### config.mk
export PLATFORM = sky130hd
export DESIGN_NAME = mst_ram
export DESIGN_NICKNAME = d
export VERILOG_FILES = /design/src/rtl/mst_ram.sv
export SDC_FILE = /design/constraint.sdc
export NUM_CORES = 1
export LEC_CHECK = 0
export BUFFER_PORTS_ARGS = -buffer_cell sky130_fd_sc_hd__buf_2
export CORE_MARGIN = 2
export CORE_UTILIZATION = 54
export DETAILED_ROUTE_END_ITERATION = 12
export PLACE_DENSITY = 0.84
export SLEW_MARGIN = 30
export SYNTH_ARGS = -nofsm -noshare
export SYNTH_HDL_FRONTEND = slang
export SYNTH_SLANG_ARGS = --single-unit
export TNS_END_PERCENT = 50
### constraint.sdc
create_clock -name clock -period 1.85 [get_ports clock]
set_input_delay 0.37 -clock clock [delete_from_list [all_inputs] [get_ports clock]]
set_output_delay 0.37 -clock clock [all_outputs]
set_load 0.1 [all_outputs]
### src/rtl/mst_ram.sv
`default_nettype none

module mst_ram #(
   parameter  int WIDTH = 8,
   parameter  int DEPTH = 16,
   localparam int AW    = (DEPTH > 1) ? $clog2(DEPTH) : 1
) (
   input  logic             clock,
   input  logic             wr_en,
   input  logic [AW-1:0]    wr_addr,
   input  logic [WIDTH-1:0] wr_data,
   input  logic             rd_en,
   input  logic [AW-1:0]    rd_addr,
   output logic [WIDTH-1:0] rd_data
);

   logic [WIDTH-1:0] mem_ff [DEPTH];
   logic [WIDTH-1:0] rd_data_ff;

   // One write port, one registered read port
   always_ff @(posedge clock) begin
      if (wr_en) begin
         mem_ff[wr_addr] <= wr_data;
      end
      if (rd_en) begin
         rd_data_ff <= mem_ff[rd_addr];
      end
   end

   assign rd_data = rd_data_ff;

endmodule

`default_nettype wire

== After elaboration in Yosys (flattened, before gate mapping) ==
Memory sizes are Yosys's and may differ from the RTL's. A register that Yosys moved wholly into a read port is not among the register bits.
Index checks and enable logic that the tools add are counted.
Word-level totals
  bits in registers: 0
  memory bits (writable): 128
  bits of input ports: 19
  output and inout port bits: 8
  logic and storage cells: 3
  memories: 1
Memories
  mem_ff: depth 16, bits a word 8, rd ports 1, clocked after memory_dff 1, wr ports 1, line 17  | logic [WIDTH-1:0] mem_ff [DEPTH];
Cells by class
  mux-type cells: 2
Operator list (number)
  $mux 1: 2

== Depth between registers and ports, before layout ==
  depth in word-level cells: 2
  gate-level depth with buffers: 5
  mapped depth without buffers: 3

== Worst setup path before layout ==
OpenSTA, ideal clock, no wires.
  path type: input port to flip-flop
  start: in wr_addr[2]
  end: mem mem_ff[0][0], enable pin
  setup time: 383 ps
  data arrival time: 1480 ps
  required time: 1467 ps
  slack: -13 ps
  stages on the path: 2
  buffers on the path: 0
  path through: or3b_2 > nor3_1
RTL lines
  start, declared: line 10  | input logic [AW-1:0] wr_addr,
  end, declared: line 17
Straight into the memory's write port.

== Worst setup path in the final report ==
  start: reg rd_data_ff[6], in the netlist rd_data[6], read port of mem_ff
  end: out rd_data[6]
RTL lines
  start, declared: line 18  | logic [WIDTH-1:0] rd_data_ff;
  end, declared: line 14  | output logic [WIDTH-1:0] rd_data
No word-level cell between the ends.

==> results_tabular.tex <==
\begin{tabular}{lr}
\hline
Metric & Value \\
\hline
\multicolumn{2}{l}{\textbf{Die}} \\
\quad Total die area & 10480 um2 \\
\quad Placement row count & 35 \\
\quad Core footprint & 9328 um2 \\
\quad Num ports & 27 \\
\quad Horizontal die dimension & 102.4 um \\
\quad Initial Utilization & 0.5604 \\
\quad Chip Height & 102.4 um \\
\multicolumn{2}{l}{\textbf{Pwr}} \\
\quad Maximum vdd drop & 0.6108 mV \\
\quad Reported leakage power & roughly 2.1 nW \\
\quad Power per cell area & 1168 nW/um2 \\
\multicolumn{2}{l}{\textbf{Yosys}} \\
\quad Most frequent cells after synthesis & edfxtp\_1, mux4\_2, a22oi\_1 \\
\quad Cell type with the largest total area after synthesis & edfxtp\_1 \\
\quad Main combinational cell family by area after synthesis & multiplexers \\
\quad Area of the mapped netlist & 5228 um2 \\
\quad Part of the Yosys area used for sequential elements & 0.7812 \\
\quad Fraction of the mapped netlist area in compound gates & 0.02298 \\
\quad Synthesized Nets & 248 \\
\quad Number of distinct library cell variants in the gate-level netlist after synthesis & 18 \\
\quad Mux contribution to synthesized area & 0.1479 \\
\quad Most instantiated library cell after synthesis & edfxtp\_1 \\
\quad Post-synth EDFFs & $\sim$140 \\
\quad Basic-gate share of the synthesized area counting and, or, nand and nor cells & 0.03135 \\
\quad Prevailing post-synth register cell & edfxtp\_1 \\
\quad Share of the synthesized area in the top cell type & 0.7812 \\
\quad Most area-consuming cells after synthesis & edfxtp\_1, mux4\_2, mux4\_1, a22oi\_1, nor2\_1 \\
\quad Gate Count Post-Synth & 229 \\
\quad Post-synthesis async set-or-reset flop share & 0 \\
\quad Count of state elements after synthesis & 136 \\
\quad Post-Synth Adder-Cell Area & 0 \\
\quad Fraction of synthesized cell area in xor and xnor cells & 0 \\
\quad Average cell area after synthesis & 22.83 um2 \\
\quad Warning count from the yosys run & 0 \\
\multicolumn{2}{l}{\textbf{Clocking}} \\
\quad Number of hold buffers added after cts & 0 \\
\quad Number of CTS-inserted buffers & 17 \\
\quad Clock edge transition at the registers on the reported setup and hold paths & 0.06 ns \\
\quad TritonCTS clock tree & done \\
\quad Root buf cell & clkbuf\_8 \\
\quad Longest Clk Path Bufs & 2 \\
\quad Clock insertion delay at the later pin of the skew report & 0.52 ns \\
\quad Setup bufs post-CTS & 0 \\
\quad Number of cells upsized or downsized after cts & 0 \\
\quad H-tree levels & 4 \\
\quad \# clock sinks & 136 \\
\multicolumn{2}{l}{\textbf{Placement}} \\
\quad Post-DP HPWL & 6037 um \\
\quad Final GP Congestion & 0.7879 \\
\quad Count of input and output buffers & 26 \\
\multicolumn{2}{l}{\textbf{Layout}} \\
\quad Final nets & 306 \\
\quad Area growth from synthesis to layout & 19.00\% \\
\quad Antenna cell count & 0 \\
\quad Fill cell total of the finished layout & 589 \\
\quad Layout cells sized above 1 & 0.3244 \\
\multicolumn{2}{l}{\textbf{Timing}} \\
\quad Max Clock Skew & roughly 0.015 ns \\
\quad Count of endpoints failing hold in the final timing report & 0 \\
\quad Shortest period the worst path allows & 1.693 ns \\
\quad F\_max & 590.8 MHz \\
\quad Final Hold Slack & $\sim$0.21 ns \\
\quad Normalized max-slew margin & 0.6737 \\
\quad Measured slew at the worst slew-check pin & 0.4928 ns \\
\quad Final setup violation count & 0 \\
\quad Unrepaired setup endpoints after global routing & false \\
\quad Accumulated negative setup slack & 0 ns \\
\quad Final cycle utilization of the critical path & 0.9150 \\
\quad Slew Viols, Final & 0 \\
\multicolumn{2}{l}{\textbf{Outcome}} \\
\quad Status & complete, no violations \\
\multicolumn{2}{l}{\textbf{Critical path}} \\
\quad Critical Path Start Type & flip-flop \\
\quad Family with the most delay on the worst path & buffers and inverters \\
\quad Crit path max-delay cell type & buf\_2 \\
\quad CP max stage delay & 0.44 ns \\
\quad CP endpoint kind & output pin \\
\quad Crit Path Class & reg2out \\
\quad Cell chain of the critical path & buf\_2 \\
\quad Required time of the critical path & about 1.5 ns \\
\quad Data arrival, critical path & 1.32 ns \\
\quad Bufs and invs on worst path & 1 \\
\quad Register-to-register setup slack & around 0.31 ns \\
\quad Maximum fanout encountered on the critical timing path & 1 \\
\multicolumn{2}{l}{\textbf{Global route}} \\
\quad Maximum number of pins on one net before global-route repair & 33 \\
\quad Initial antenna violation count & 0 \\
\quad Vias in the first global route & 2640 \\
\quad Overall global routing resource usage & 0.2152 \\
\quad Grt total ovfl & 0 \\
\quad First-pass GRT wire length & around 15000 um \\
\multicolumn{2}{l}{\textbf{Routing}} \\
\quad Number of iterations in the first detailed-routing pass & 5 \\
\quad Detailed-route wire length per cell & 23.02 um \\
\quad DRT iter0 DRCs & approximately 140 \\
\quad Ratio of routed vias to standard cells & 5.897 \\
\quad Total wire length & 9852 um \\
\quad Total via count after detailed routing & between 2000 and 3000 \\
\quad Count of unresolved DRC violations after routing & 0 \\
\quad Post-route ant nets & 0 \\
\multicolumn{2}{l}{\textbf{Run}} \\
\quad Max-cap check violation count & 0 \\
\multicolumn{2}{l}{\textbf{Hold path}} \\
\quad Worst Hold Class & in2reg \\
\hline
\end{tabular}
## power breakdown
group | switching [mW] | internal [mW] | leakage (nW)
clock network | 1.18 | 2.17 | 0.290
logic | 0.286 | 0.139 | 0.600
registers | 0.0198 | 3.47 | 1.24
## final cells by class
class	count	area, um2	area share
repair buffers	49	315.3	0.05068
well taps	129	161.4	0.02595
flip-flops and latches	136	4084	0.6565
clock inverters	13	180.2	0.02896
multi-input cells	83	1062	0.1708
clock buffers	18	417.9	0.06718
## metrics by stage
| stage | cell area, um2 | power (mW) | worst slack [ns] | cells | utilization |
|---|---|---|---|---|---|
| floorplan | 5233 | 3.835 | 0.1976 | 229 | - |
| global placement | 5623 | 3.963 | -0.04166 | 397 | 0.6028 |
| detailed placement | 5623 | 3.980 | -0.08569 | 397 | 0.6028 |
| CTS | 6221 | 7.320 | 0.1300 | 428 | 0.6669 |
| global route | 6221 | 7.495 | 0.1004 | 428 | 0.6669 |
| finish | 6221 | 7.263 | 0.1573 | 428 | 0.6669 |
## state kept, by name, summed over array words and instances (netlist names)
register and cells:
mem_ff 128, rd_data 8
## cells in the final DEF (no fill, tap or decap)
master	instances
a22oi_1	16
and2_1	1
and2b_1	1
buf_12	1
buf_2	26
buf_4	22
bufinv_16	4
clkbuf_1	1
clkbuf_16	16
clkbuf_8	1
clkinv_1	2
clkinv_2	2
clkinv_4	4
clkinvlp_4	1
edfxtp_1	136
mux4_1	14
mux4_2	18
nand2_1	9
nand2b_1	2
nand3_1	1
nand3b_1	2
nor2_1	13
nor2b_1	1
nor3_1	3
nor3_2	1
or3b_2	1
## cell families (layout without fill, tap and decap cells)
| group | after synthesis | in the layout |
|---|---|---|
| compound gates | 16 | 16 |
| buf+inv | 10 | 80 |
| flops | 136 | 136 |
| mux | 32 | 32 |
| simple gates | 35 | 35 |
## per-layer routing
layer	vias to the layer above	global-route usage	routed length, um
met5	-	0	0
li1	1091	-	-
met2	127	0.3310	4949
met1	1288	0.2868	3848
met3	18	0.07114	822
met4	0	0.09231	232
## worst paths after layout
check	startpoint	cells after the start	endpoint
setup / recovery	rd_data[6]$_DFFE_PP_	1	rd_data[6]
hold / removal	rd_en	1	rd_data[3]$_DFFE_PP_
setup reg to reg	mem_ff[3][7]$_DFFE_PP_	3	rd_data[7]$_DFFE_PP_
hold reg to reg	mem_ff[4][2]$_DFFE_PP_	3	rd_data[2]$_DFFE_PP_
Note: power is estimated with default switching activity, not from simulation.
