--- src/rtl/mst_pkg.sv ---
`default_nettype none

package mst_pkg;

   // Table geometry and datapath widths
   localparam int NUM_METRICS_DEF = 32;
   localparam int IDX_W           = 5;
   localparam int KIND_W          = 2;
   localparam int DATA_W          = 64;
   localparam int HALF_W          = DATA_W / 2;

   // Average unit: three partial products plus a final accumulate step, then one
   // quotient bit per cycle
   localparam int MUL_STEPS = 4;
   localparam int DIV_STEPS = DATA_W;
   localparam int STEP_W    = $clog2(DIV_STEPS);

   typedef enum logic {
      REQ_UPDATE = 1'b0,
      REQ_CLEAR  = 1'b1
   } req_code_type;

   typedef enum logic [KIND_W-1:0] {
      KIND_COUNTER = 2'd0,
      KIND_AVERAGE = 2'd1,
      KIND_MAXIMUM = 2'd2,
      KIND_MINIMUM = 2'd3
   } kind_type;

   typedef enum logic [1:0] {
      ST_IDLE,
      ST_READ,
      ST_AVG,
      ST_DONE
   } ctrl_state_type;

   typedef enum logic [1:0] {
      AU_IDLE,
      AU_MUL,
      AU_DIV,
      AU_DONE
   } avg_state_type;

   // Operands for (mult_a * mult_b + addend) / divisor
   typedef struct packed {
      logic [DATA_W-1:0] mult_a;
      logic [DATA_W-1:0] mult_b;
      logic [DATA_W-1:0] addend;
      logic [DATA_W-1:0] divisor;
   } avg_op_type;

endpackage

`default_nettype wire

--- src/rtl/mst_avg.sv ---
`default_nettype none

// Computes ((mult_a * mult_b + addend) mod 2^64) / divisor.
// Low half of the product from three 32x32 partial products on one
// multiplier, then a restoring divider at one quotient bit per cycle.
module mst_avg (
   input  logic                        clock,
   input  logic                        reset,
   input  logic                        start,
   input  mst_pkg::avg_op_type         op,
   output logic                        done,
   output logic [mst_pkg::DATA_W-1:0]  quotient
);
   import mst_pkg::*;

   avg_state_type     state_ff, state_in;
   logic [STEP_W-1:0] step_ff, step_in;
   logic [DATA_W-1:0] a_ff, a_in;
   logic [DATA_W-1:0] b_ff, b_in;
   logic [DATA_W-1:0] div_ff, div_in;
   logic [DATA_W-1:0] acc_ff, acc_in;
   logic [DATA_W-1:0] rem_ff, rem_in;
   logic [DATA_W-1:0] prod_ff, prod_in;

   logic [HALF_W-1:0] mul_x;
   logic [HALF_W-1:0] mul_y;
   logic [DATA_W:0]   rem_shift;
   logic [DATA_W:0]   rem_diff;

   // Partial product select: lo*lo, lo*hi, hi*lo
   always_comb begin
      if (step_ff == '0) begin
         mul_x = a_ff[HALF_W-1:0];
         mul_y = b_ff[HALF_W-1:0];
      end else if (step_ff == STEP_W'(1)) begin
         mul_x = a_ff[HALF_W-1:0];
         mul_y = b_ff[DATA_W-1:HALF_W];
      end else begin
         mul_x = a_ff[DATA_W-1:HALF_W];
         mul_y = b_ff[HALF_W-1:0];
      end
   end

   // Restoring divide step; acc_ff shifts dividend out and quotient in
   assign rem_shift = {rem_ff, acc_ff[DATA_W-1]};
   assign rem_diff  = rem_shift - {1'b0, div_ff};

   always_comb begin
      state_in = state_ff;
      step_in  = step_ff;
      a_in     = a_ff;
      b_in     = b_ff;
      div_in   = div_ff;
      acc_in   = acc_ff;
      rem_in   = rem_ff;
      prod_in  = prod_ff;
      done     = 1'b0;

      unique case (state_ff)
         AU_IDLE: begin
            if (start) begin
               a_in     = op.mult_a;
               b_in     = op.mult_b;
               div_in   = op.divisor;
               acc_in   = op.addend;
               rem_in   = '0;
               step_in  = '0;
               state_in = AU_MUL;
            end
         end
         AU_MUL: begin
            prod_in = DATA_W'(mul_x) * DATA_W'(mul_y);
            // accumulate the product registered in the previous cycle
            if (step_ff == STEP_W'(1)) begin
               acc_in = acc_ff + prod_ff;
            end else if (step_ff != '0) begin
               acc_in = acc_ff + {prod_ff[HALF_W-1:0], {HALF_W{1'b0}}};
            end
            if (step_ff == STEP_W'(MUL_STEPS - 1)) begin
               step_in  = '0;
               state_in = AU_DIV;
            end else begin
               step_in = step_ff + STEP_W'(1);
            end
         end
         AU_DIV: begin
            if (!rem_diff[DATA_W]) begin
               rem_in = rem_diff[DATA_W-1:0];
               acc_in = {acc_ff[DATA_W-2:0], 1'b1};
            end else begin
               rem_in = rem_shift[DATA_W-1:0];
               acc_in = {acc_ff[DATA_W-2:0], 1'b0};
            end
            if (step_ff == STEP_W'(DIV_STEPS - 1)) begin
               step_in  = '0;
               state_in = AU_DONE;
            end else begin
               step_in = step_ff + STEP_W'(1);
            end
         end
         AU_DONE: begin
            done     = 1'b1;
            state_in = AU_IDLE;
         end
         default: begin
            state_in = AU_IDLE;
         end
      endcase
   end

   always_ff @(posedge clock) begin
      if (reset) begin
         state_ff <= AU_IDLE;
         step_ff  <= '0;
      end else begin
         state_ff <= state_in;
         step_ff  <= step_in;
      end
   end

   always_ff @(posedge clock) begin
      a_ff    <= a_in;
      b_ff    <= b_in;
      div_ff  <= div_in;
      acc_ff  <= acc_in;
      rem_ff  <= rem_in;
      prod_ff <= prod_in;
   end

   assign quotient = acc_ff;

endmodule

`default_nettype wire

--- config.mk ---
export PLATFORM = sky130hd
export DESIGN_NAME = mst_avg
export DESIGN_NICKNAME = d
export VERILOG_FILES = /design/src/rtl/mst_pkg.sv /design/src/rtl/mst_avg.sv
export SDC_FILE = /design/constraint.sdc
export NUM_CORES = 2
export LEC_CHECK = 0
export BUFFER_PORTS_ARGS = -buffer_cell sky130_fd_sc_hd__buf_4
export CAP_MARGIN = 20
export CORE_ASPECT_RATIO = 0.5
export CORE_MARGIN = 2
export CORE_UTILIZATION = 25
export DETAILED_ROUTE_END_ITERATION = 7
export PLACE_DENSITY_LB_ADDON = 0.25
export SLEW_MARGIN = 10
export SYNTH_ARGS = -nofsm -noshare
export SYNTH_HDL_FRONTEND = slang
export SYNTH_SLANG_ARGS = --single-unit
export TNS_END_PERCENT = 50
--- constraint.sdc ---
create_clock -name clock -period 27 [get_ports clock]
set_input_delay 1.35 -clock clock [delete_from_list [all_inputs] [get_ports clock]]
set_output_delay 1.35 -clock clock [all_outputs]
set_load 0.005 [all_outputs]
== After elaboration in Yosys (flattened, before gate mapping) ==
Index checks and enable logic that the tools add are counted.

* $mul: 1
* Muxes and demuxes: 21
* Reduce and logical (&&, ||, !) cells: 10
* $add $sub $neg: 4
* Equality and inequality tests: 10

{| class="wikitable"
|+ Operators by type and width
! kind !! number
|-
| two-way mux 64 bit || 5
|-
| one-hot mux 64 bit (3 select lines) || 1
|-
| adder 64 bit || 2
|-
| two-way mux 32 bit || 4
|-
| one-hot mux 64 bit (2 select lines) || 1
|-
| subtractor 65 x 64 -> 65 bit || 1
|-
| multiplier 32 x 32 -> 64 bit || 1
|-
| two-way mux 6 bit || 3
|-
| one-hot mux 6 bit (3 select lines) || 1
|-
| one-hot mux 2 bit (4 select lines) || 1
|-
| adder 6 x 1 -> 6 bit (second input constant) || 1
|-
| equality test 6 x 1 -> 1 bit (second input constant) || 1
|-
| equality test 6 x 2 -> 1 bit (second input constant) || 1
|-
| equality test 6 bit (second input constant) || 1
|-
| zero test 6 bit || 1
|-
| two-way mux 2 bit || 3
|-
| inequality test 2 bit (second input constant) || 3
|-
| AND reduction 2 bit || 3
|-
| AND reduction 3 bit || 2
|-
| nonzero test 6 bit || 1
|-
| equality test 2 bit (second input constant) || 2
|-
| inequality test 3 bit (second input constant) || 1
|-
| nonzero test 3 bit || 1
|-
| equality test 2 x 1 -> 1 bit (second input constant) || 1
|-
| 3 further kinds || 4
|}

* Word-level logic and storage cells: 54
* Bits in registers: 392
* Output and inout port bits: 65

== Longest topological paths before layout ==
* Word-level depth: 4
* Depth in mapped cells: 37
* Mapped depth without buffers: 33

== Worst setup path after synthesis ==
OpenSTA, ideal clock, no wires.

* Path kind: reg-to-reg
* From: register step_ff[1]
* To: register prod_ff[62], data pin
* Library setup time: 0.260 ns
* Cell stages (with the launch flop): 34
* Data arrival time: 8.954 ns
* Path slack: 17.786 ns
* Period minus slack after synthesis: 9.214 ns
* Path through: dfxtp_1 inv_1 ha_1 and2_1 nand2b_1 clkbuf_1 buf_1 mux2i_1 clkbuf_1 nor2_1 fa_1 inv_1 fa_1 fa_1 fa_1 inv_1 fa_1 fa_1 fa_1 inv_1 fa_1 inv_1 ha_1 a21o_1 a21o_1 a221oi_1 o21ai_0 a221oi_1 a21oi_1 o31ai_1 a21oi_1 a31o_2 a221oi_2 xnor2_1

* Longest elaborated chain between the ends: 4
* Elaborated cells on any way between the ends: 7
* Those cells by class: 1 x mul; 1 x eq/ne; 4 x mux; 1 x reduce/logical

{| class="wikitable"
|+ Ends and longest elaborated chain
! element !! RTL line !! source
|-
| start: declaration || mst_avg.sv:17 || <nowiki>logic [STEP_W-1:0] step_ff, step_in;</nowiki>
|-
| start signal: assignment || mst_avg.sv:117 || <nowiki>step_ff <= step_in;</nowiki>
|-
| equality test 6 x 1 -> 1 bit || mst_avg.sv:35 || <nowiki>end else if (step_ff == STEP_W'(1)) begin</nowiki>
|-
| two-way mux 32 bit || mst_avg.sv:35 ||
|-
| two-way mux 32 bit || mst_avg.sv:32 || <nowiki>if (step_ff == '0) begin</nowiki>
|-
| multiplier 32 x 32 -> 64 bit (*) || mst_avg.sv:72 || <nowiki>prod_in = DATA_W'(mul_x) * DATA_W'(mul_y);</nowiki>
|-
| end signal: assignment || mst_avg.sv:127 || <nowiki>prod_ff <= prod_in;</nowiki>
|-
| end: declaration || mst_avg.sv:23 || <nowiki>logic [DATA_W-1:0] prod_ff, prod_in;</nowiki>
|}

Every way passes the cells marked *; elsewhere a longest branch is shown, timed or not.
A chain may end at the register's enable or synchronous reset.

== Final worst setup path ==
* From: register step_ff[5]
* To: register prod_ff[62], data pin

The elaborated chain is that of the path after synthesis.

==> results.md <==
* Global Route Usage Sum at 19.2%
* Worst R2R Path Depth at 29
* Tmin final at roughly 11 ns
* Worst slew margin at 29.7%
* Core area at 225000 um^2
* Initial antenna violation count at 9
* Hold_buf cts at 0
* Via density at a little under 5
* Final slew viol count at 0
* Final net count at slightly below 8000
* H-tree level count at 2
* Max_cap viols at 0
* Max Fclk at 0.0895 GHz
* Synth Instances at about 6000
* Antenna Violating Nets Remaining at 0
* R2R Path End: prod_ff[62]$_DFFE_PP_
* Worst Path Required at between 20 and 30 ns
* Crit start category: flip-flop
* WHS Path Cells at 2
* Cell mode on critical path: fa_1
* Clk_lat worst skew at approximately 0.7 ns
* RD Place Congestion at between 0.9 and 1
* Slowest cell delay on critical path at 0.96 ns
* Seq cells post-synth at between 300 and 400
* CTS max path bufs at 3
* Clk slew on worst S/H paths at 0.06 ns
* Area Overhead vs Synth at 13.6%
* Port Buf Inserts at ~320
* Setup-failing EPs final at 0
* R2R Path Start: step_ff[5]$_SDFFE_PP0P_
* Crit path DAT at between 10 and 15 ns
* Top cells by area, synth: fa_1 (32%), edfxtp_1 (20%), ha_1 (9.5%), inv_1 (6.5%), nor2_1 (5.4%)
* Syn Area/Cell at 9.32 um^2
* Drt pass-1 iters at 5
* Clk_skew at between 0.05 and 0.06 ns
* Largest net degree at the start of global routing at 66
* Top routing layer in use: met5
* Sum of negative setup slack at 0 ns
* Top Ports at 324
* Routed wl met3 at ~19000 um
* CP max FO at 36
* Min-delay src: step_ff[5]$_SDFFE_PP0P_
* Register area share after synthesis at between 20% and 30%
* Setup Buffers After CTS at 0
* Final Hold Viols at 0
* Clock Tree Root: clkbuf_16
* Vias in the first global route at about 46000
* CP endpoint kind: flip-flop
* Most instantiated library cell after synthesis: inv_1
* Syn nets at ~7700
* Worst R2R Setup Slack at 15.83 ns
* Endpoint, Worst Hold: step_ff[5]$_SDFFE_PP0P_
* Unrepaired setup endpoints after global routing: no
* Global-route wire length before repair at roughly 330000 um
* Initial Util at roughly 25%
* Post-synth top cells: inv_1 (986), fa_1 (899), nor2_1 (810)
* Status: finished clean
* Netlist cell types at 83
* Ys Warns at 0
* Share of layout cells above drive strength 1 at 10.4%
* Clk sink count at 392
* Routed wire per std cell at between 20 and 25 um
* CTS tree: yes
* Post-CTS Resized at 0
* Crit Path Class: flip-flop to flip-flop
* Synth async-reset ratio at 0%
* Fin crit share at 41.4%
* Synth area leader: fa_1
* TritonCTS Buffers at 46
* Synth Flop Type: edfxtp_1
* Die W at around 680 um
* Dpl hpwl at 173000 um
* DRC viols at 0
* DIE HEIGHT at 341 um
* Routed wl met2 at 97500 um
* Worst Tran Pin Value at around 1.0 ns
* Number of synthesized flops with an enable pin at 384
* M1 WL at approximately 100000 um
* CP max stage cell: mux2i_4
* Total global routing overflow at 0
* Mapped cell area at 56700 um^2
* Via count at 44900
* WL final at ~220000 um
* Min-Delay Path Class: flip-flop to flip-flop
* Synth top area share at 31.7%
* Std cell rows at about 120
* Die area at 231000 um^2
* First DRT Iteration DRCs at between 3000 and 4000
-- placed cells by master (no fill, tap or decap), drive strengths merged, types with 25 or more instances in the layout --
cell type and n:
inv 992, fa 899, nor2 810, nand2 620
ha 429, buf 418, edfxtp 384, a21oi 343
o21ai 210, a21o 124, xnor2 122, nand3 91
mux2i 70, xor2 68, mux2 66, nand4 53
o21bai 51, clkbuf 51, nor3 41, a221oi 41
a31oi 36, and3 34, nand2b 31, nor2b 29
o21a 28, a211oi 25
-- metal layers --
layer,GRT usage (%),vias up
met5,0,-
met1,26.0,22700
li1,-,20200
met3,4.69,326
met2,29.7,1699
met4,7.35,8
-- layout make-up --
class	instances	area [um^2]
well taps	3000	3750
clock inverters	33	410
clock buffers	51	1170
multi-input cells	4424	40500
flip-flops and latches	392	11700
repair buffers	418	3160
diodes	4	10.0
inverters	989	3710
fillers	24100	161000
-- critical path: cells and delay by family, from the launching register on --
kind                       cells  cell delay (ns)
buffers and inverters          5             0.92
muxes                          1             0.96
xor gates and xnor gates       1             0.08
AOI/OAI and AO/OA             11             3.28
adders and majority gates      9             4.10
DFF                            1             0.33
and+or+nand+nor                2             1.08
-- state kept, by name, summed over array words and instances (netlist names) --
signal / count
a_ff: 64
prod_ff: 64
state_ff: 2
div_ff: 64
step_ff: 6
rem_ff: 64
quotient: 64
b_ff: 64
-- metrics by stage --
stage	util, %	area, um^2	cells	setup slack, ns	hold WS [ns]
2_1_floorplan	-	56700	6091	17.79	0.470
3_3_place_gp	27.9	62800	9222	15.96	0.488
3_5_place_dp	27.9	62800	9222	15.82	0.506
4_1_cts	28.6	64400	9306	15.82	0.517
5_1_grt	28.6	64400	9307	15.18	0.573
6_report	28.6	64500	9311	15.83	0.517
-- how the worst max path moves through the flow --
stage                            startpoint                    end  slack (ns)  depth (start not counted)
floorplan           step_ff[1]$_SDFFE_PP0P_  prod_ff[62]$_DFFE_PP_       17.79                         33
detailed placement  step_ff[5]$_SDFFE_PP0P_  prod_ff[62]$_DFFE_PP_       15.82                         29
global route        step_ff[3]$_SDFFE_PP0P_  prod_ff[62]$_DFFE_PP_       15.18                         29
global placement    step_ff[5]$_SDFFE_PP0P_  prod_ff[62]$_DFFE_PP_       15.96                         29
finish              step_ff[5]$_SDFFE_PP0P_  prod_ff[62]$_DFFE_PP_       15.83                         29
CTS                 step_ff[5]$_SDFFE_PP0P_  prod_ff[62]$_DFFE_PP_       15.82                         29
-- logic make-up after synthesis --
group / after synthesis / share of synthesized area (%)
adder cells (fa/ha/maj): 1328 / 41.2
AND/OR/NAND/NOR: 1766 / 13.1
flip-flops: 392 / 20.6
AO/OA/AOI/OAI: 1004 / 11.2
XOR/XNOR: 190 / 2.93
buffers and inverters: 1275 / 8.52
multiplexers: 136 / 2.54
Power is not shown: default switching activity piles up to over one toggle a cycle in this logic, so the estimate is an artifact.
